File: config.mk
export PLATFORM = sky130hd
export DESIGN_NAME = btda_ctrl
export DESIGN_NICKNAME = d
export VERILOG_FILES = /design/src/sv/btda_pkg.sv /design/src/sv/btda_ctrl.sv
export SDC_FILE = /design/constraint.sdc
export NUM_CORES = 1
export LEC_CHECK = 0
export BUFFER_PORTS_ARGS = -buffer_cell sky130_fd_sc_hd__buf_2
export CORE_AREA = 2 2 39 41
export DETAILED_ROUTE_END_ITERATION = 10
export DIE_AREA = 0 0 41 43
export SYNTH_ARGS = -nofsm -noshare
export SYNTH_HDL_FRONTEND = slang
export SYNTH_SLANG_ARGS = --single-unit
File: constraint.sdc
create_clock -name clk -period 2 [get_ports clk]
set_input_delay 0 -clock clk [delete_from_list [all_inputs] [get_ports clk]]
set_output_delay 0 -clock clk [all_outputs]
set_load 0.005 [all_outputs]
File: src/sv/btda_pkg.sv
`timescale 1ns / 1ps
// ----------------------------------------------------------------------------
// btda_pkg
// Shared types and constants for the binary to decimal ASCII converter.
// ----------------------------------------------------------------------------
package btda_pkg;

	localparam int unsigned VALUE_W = 32;
	localparam int unsigned MAX_DIGITS = 10;
	localparam int unsigned DIGIT_W = 4;
	localparam int unsigned COUNT_W = 4;

	localparam logic [1:0] MODE_SIGNED = 2'd0;
	localparam logic [1:0] MODE_UNSIGNED = 2'd1;
	localparam logic [1:0] MODE_FIXED = 2'd2;

	localparam logic [7:0] CHAR_ZERO = 8'h30;
	localparam logic [7:0] CHAR_MINUS = 8'h2D;
	localparam logic [7:0] CHAR_OVER = 8'h76;

	// ceil(2^35 / 10): floor(x * RECIP_10 >> 35) == x / 10 for any 32-bit x
	localparam logic [VALUE_W-1:0] RECIP_10 = 32'hCCCC_CCCD;
	localparam int unsigned RECIP_SHIFT = 35;

	typedef struct packed {
		logic [VALUE_W-1:0] value;
		logic [1:0]         mode;
		logic [3:0]         field_width;
	} req_t;

	typedef struct packed {
		logic [7:0] character;
		logic       last;
	} rsp_t;

	typedef struct packed {
		logic load;
		logic step;
		logic emit;
	} dp_cmd_t;

	typedef struct packed {
		logic step_last;
		logic emit_last;
	} dp_status_t;

endpackage

File: src/sv/btda_ctrl.sv
`timescale 1ns / 1ps
// ----------------------------------------------------------------------------
// btda_ctrl
// Sequencer: accept, ten divide steps, then one beat per character.
// ----------------------------------------------------------------------------
module btda_ctrl (
	input  logic                 clk,
	input  logic                 arst_n,
	input  logic                 req_valid,
	output logic                 req_ready,
	output logic                 rsp_valid,
	input  logic                 rsp_ready,
	output btda_pkg::dp_cmd_t    cmd,
	input  btda_pkg::dp_status_t status
);

	typedef enum logic [2:0] {
		ST_IDLE = 3'b001,
		ST_CONV = 3'b010,
		ST_EMIT = 3'b100
	} state_t;

	state_t state_q;
	state_t state_next;
	logic   rsp_valid_q;
	logic   slot_free;

	assign slot_free = !rsp_valid_q || rsp_ready;
	assign req_ready = (state_q == ST_IDLE);

	always_comb begin
		cmd.load   = (state_q == ST_IDLE) && req_valid;
		cmd.step   = (state_q == ST_CONV);
		cmd.emit   = (state_q == ST_EMIT) && slot_free;
		state_next = state_q;
		case (state_q)
			ST_IDLE: begin
				if (req_valid) begin
					state_next = ST_CONV;
				end
			end
			ST_CONV: begin
				if (status.step_last) begin
					state_next = ST_EMIT;
				end
			end
			ST_EMIT: begin
				if (slot_free && status.emit_last) begin
					state_next = ST_IDLE;
				end
			end
			default: begin
				state_next = ST_IDLE;
			end
		endcase
	end

	always_ff @(posedge clk or negedge arst_n) begin
		if (!arst_n) begin
			state_q     <= ST_IDLE;
			rsp_valid_q <= 1'b0;
		end else begin
			state_q <= state_next;
			if (cmd.emit) begin
				rsp_valid_q <= 1'b1;
			end else if (rsp_ready) begin
				rsp_valid_q <= 1'b0;
			end
		end
	end

	assign rsp_valid = rsp_valid_q;

`ifndef NO_ASSERTIONS
	// a pending beat is never overwritten
	a_no_overwrite: assert property (@(posedge clk) disable iff (!arst_n)
		(rsp_valid_q && !rsp_ready) |-> !cmd.emit)
		else $error("output beat overwritten");

	a_accept_conv: assert property (@(posedge clk) disable iff (!arst_n)
		(req_valid && req_ready) |=> (state_q == ST_CONV))
		else $error("accepted item did not start conversion");

	a_conv_to_emit: assert property (@(posedge clk) disable iff (!arst_n)
		(state_q == ST_CONV && status.step_last) |=> (state_q == ST_EMIT))
		else $error("conversion did not hand over to emission");

	// the final beat of a number is the one that returns to idle
	a_last_idle: assert property (@(posedge clk) disable iff (!arst_n)
		(cmd.emit && status.emit_last) |=> (state_q == ST_IDLE) && rsp_valid_q)
		else $error("final beat did not end the burst");
`endif

endmodule
==> flow_metrics.py <==
metrics = {
    "setup_path": {
        "worst-r2r-cell-count": 3,
        "reg2reg_to": "state_q[2]$_DFFE_PN0P_",
        "worst_setup_path_start_kind": "flop",
        "r2r_start": "state_q[0]$_DFFE_PN1P_",
        "crit_fanout": 4,
        "end_kind": "output pin",
        "critical_path_class": "flop to output pin",
        "required_ns": 2.00,
        "arrival_ns": 1.33,
        "rrSetupSlack_ns": 0.90,
    },
    "global_route": {
        "grt_max_degree": 5,
        "grt_pass1_wl_um": 531,
        "antenna_found_initial": 0,
        "grt_pass1_vias": 170,
        "overflow": 0,
        "grt_use_total_pct": 5.14,
    },
    "floorplanning": {
        "rows": 14,
        "io_pins": 11,
        "initial_core_util_pct": 14.3,
        "fp.dieH_um": 43,
        "core_um2": 1380,
        "die_w_um": 41,
        "die_area_um2": 1760,
    },
    "cells_and_area": {
        "final-instance-count-excl-fill": 48,
        "regArea_um2": 101,
        "multi_input_area_um2": 85.1,
        "drive_gt1_share_pct": 50.0,
        "n_antenna_cell": 0,
        "area_growth_pct": 50.0,
        "nFillCells": 154,
        "fin_nets": 39,
    },
    "place": {
        "hpwl_um": 319,
        "place_congestion": 0.611,
        "dp_cells": 43,
        "io_buffers": 10,
    },
    "detailed_routing": {
        "wl_um": 362,
        "wl_met1_um": 109,
        "dr_wl_met3_um": 37,
        "dr_wl_met2_um": 215,
        "drt_iter0_markers": 1,
        "drc_errors": 0,
        "ant_nets": 0,
        "vias": 176,
        "wl_per_cell_um": 7.54,
        "drtPass1Iterations": 3,
        "avgViaCountPerCell": 3.67,
        "top_layer": "met3",
    },
    "clocking": {
        "clock_sinks": 4,
        "clockBufferDepth": 2,
        "cts_root_buffer": "clkbuf_4",
        "worst_skew_pair.late_latency_ns": 0.24,
        "htreeDepth": 1,
        "cts_tree": "yes",
        "cts_buffers": 3,
        "cts_resized": 0,
        "clkTransAtPathRegs_ns": 0.04,
    },
    "timing": {
        "report.final.slew_viol_count": 0,
        "fin_crit_ns": 1.33,
        "rsz0062_at_grt": "false",
        "setup-violations-final": 0,
        "fmax_ghz": 0.753,
        "worst-slew-pin-transition_ns": 0.310,
        "tns_ns": 0,
        "hold_viol_final": 0,
        "maxSlewHeadroom_pct": 79.3,
        "skew_ns": 0.00733,
        "fin_crit_sh_pct": 66.4,
    },
    "worst_hold_path": {
        "min_path_cells": 3,
        "hold_end": "state_q[0]$_DFFE_PN1P_",
        "hold_class": "input port to flop",
        "hold_start": "req_valid",
    },
    "power_and_ir_drop": {
        "vdd_drop_max_uv": 231,
        "power_density_nw_per_um2": 1120,
        "leakage_nw": 0.159,
    },
    "logic_synthesis": {
        "ys_warn_count": 0,
        "syn_area_um2": 198,
        "netlist_instances": 18,
        "netlist.area_leader.share_pct": 38.0,
        "yosys.area.top_type": "dfrtp_1",
        "syn_area_per_cell_um2": 11.0,
        "syn_nets": 24,
        "ys_ff_latch": 4,
        "seq_area_frac_synth_pct": 51.3,
        "synth_area_leaders": "dfrtp_1 (38%), dfstp_2 (13%), nor3b_1 (7.6%)",
        "synthDistinctLibCells": 15,
    },
    "run_status": {
        "status": "finished, final reports clean",
    },
    "flow_run": {
        "max-cap-violations": 0,
    },
}
-- power by group --
part	switching, W	leakage (nW)	internal, W
Sequential	0.0000171	0.0510	0.000112
Clock	0.0000351	0.0150	0.0000750
Combinational	0.0000386	0.0934	0.0000555
Total	0.0000908	0.159	0.000242
-- per-layer routing --
| metal | up-vias | global-route usage (%) |
|---|---|---|
| met5 | - | 0 |
| li1 | 89 | - |
| met1 | 83 | 3.25 |
| met3 | 0 | 3.66 |
| met2 | 4 | 7.81 |
| met4 | 0 | 6.00 |
-- worst max-delay path, cell delays in order (launching register included) --
cell and delay [ns]:
dfstp_2 0.37, or3b_1 0.41, and2b_2 0.22, buf_2 0.10
-- how the worst max path moves through the flow --
stage	startpoint	endpoint	slack, ns
after floorplan	state_q[0]$_DFFE_PN1P_	state_q[1]$_DFFE_PN0P_	0.86
after global placement	state_q[1]$_DFFE_PN0P_	state_q[2]$_DFFE_PN0P_	0.88
after detailed placement	state_q[0]$_DFFE_PN1P_	state_q[2]$_DFFE_PN0P_	0.89
after CTS	state_q[0]$_DFFE_PN1P_	cmd[0]	0.65
after global routing	state_q[1]$_DFFE_PN0P_	cmd[0]	0.62
final	state_q[0]$_DFFE_PN1P_	cmd[0]	0.67
-- sequential cells by signal (all words and copies together), names as in the netlist --
| signal | flops |
|---|---|
| state_q | 3 |
| rsp_valid | 1 |
-- stage by stage --
step	hold slack (ns)	setup WS, ns	util, %	power [W]	area (um^2)
global route	0.0766	0.617	21.4	0.000357	297
global placement	-0.191	0.885	18.8	0.000226	260
finish	0.0482	0.672	21.4	0.000333	297
CTS	0.0452	0.653	21.4	0.000342	297
detailed placement	-0.189	0.889	18.8	0.000226	260
floorplan	-0.296	0.860	-	0.000190	198
-- timing repair --
item | CTS | global route
buffers inserted | 0 | 0
hold endpoints to repair | 4 | 0
hold buffers | 1 | 0
-- synthesized netlist by cell type --
cell,count
a21o_1,1
a21oi_2,1
and2_1,1
and2b_2,1
buf_4,1
dfrtp_1,3
dfstp_2,1
inv_1,1
nand2_1,1
nand2b_1,1
nor3_1,1
nor3b_1,2
nor4b_1,1
or2_1,1
or3b_1,1
-- cell usage in the layout, fill, tap and decap left out, types with 2 or more instances in the layout --
master    Yosys  layout
nor3b_1       2       2
dfrtp_1       3       3
clkbuf_4      0       3
buf_2         0      10
-- cells by family after synthesis --
group / share of synthesized area [%]
buffers and inverters: 5.70
AOI/OAI and AO/OA: 8.23
DFF: 51.3
and+or+nand+nor: 34.8
-- cell type report --
cell class	count	share of cell area, %
sequential	4	34.2
clock buffer	4	8.86
multi-input combinational	12	28.7
inverter	1	1.27
timing repair buffer	11	20.3
tap	16	6.75
(Power assumes the default switching activity.)
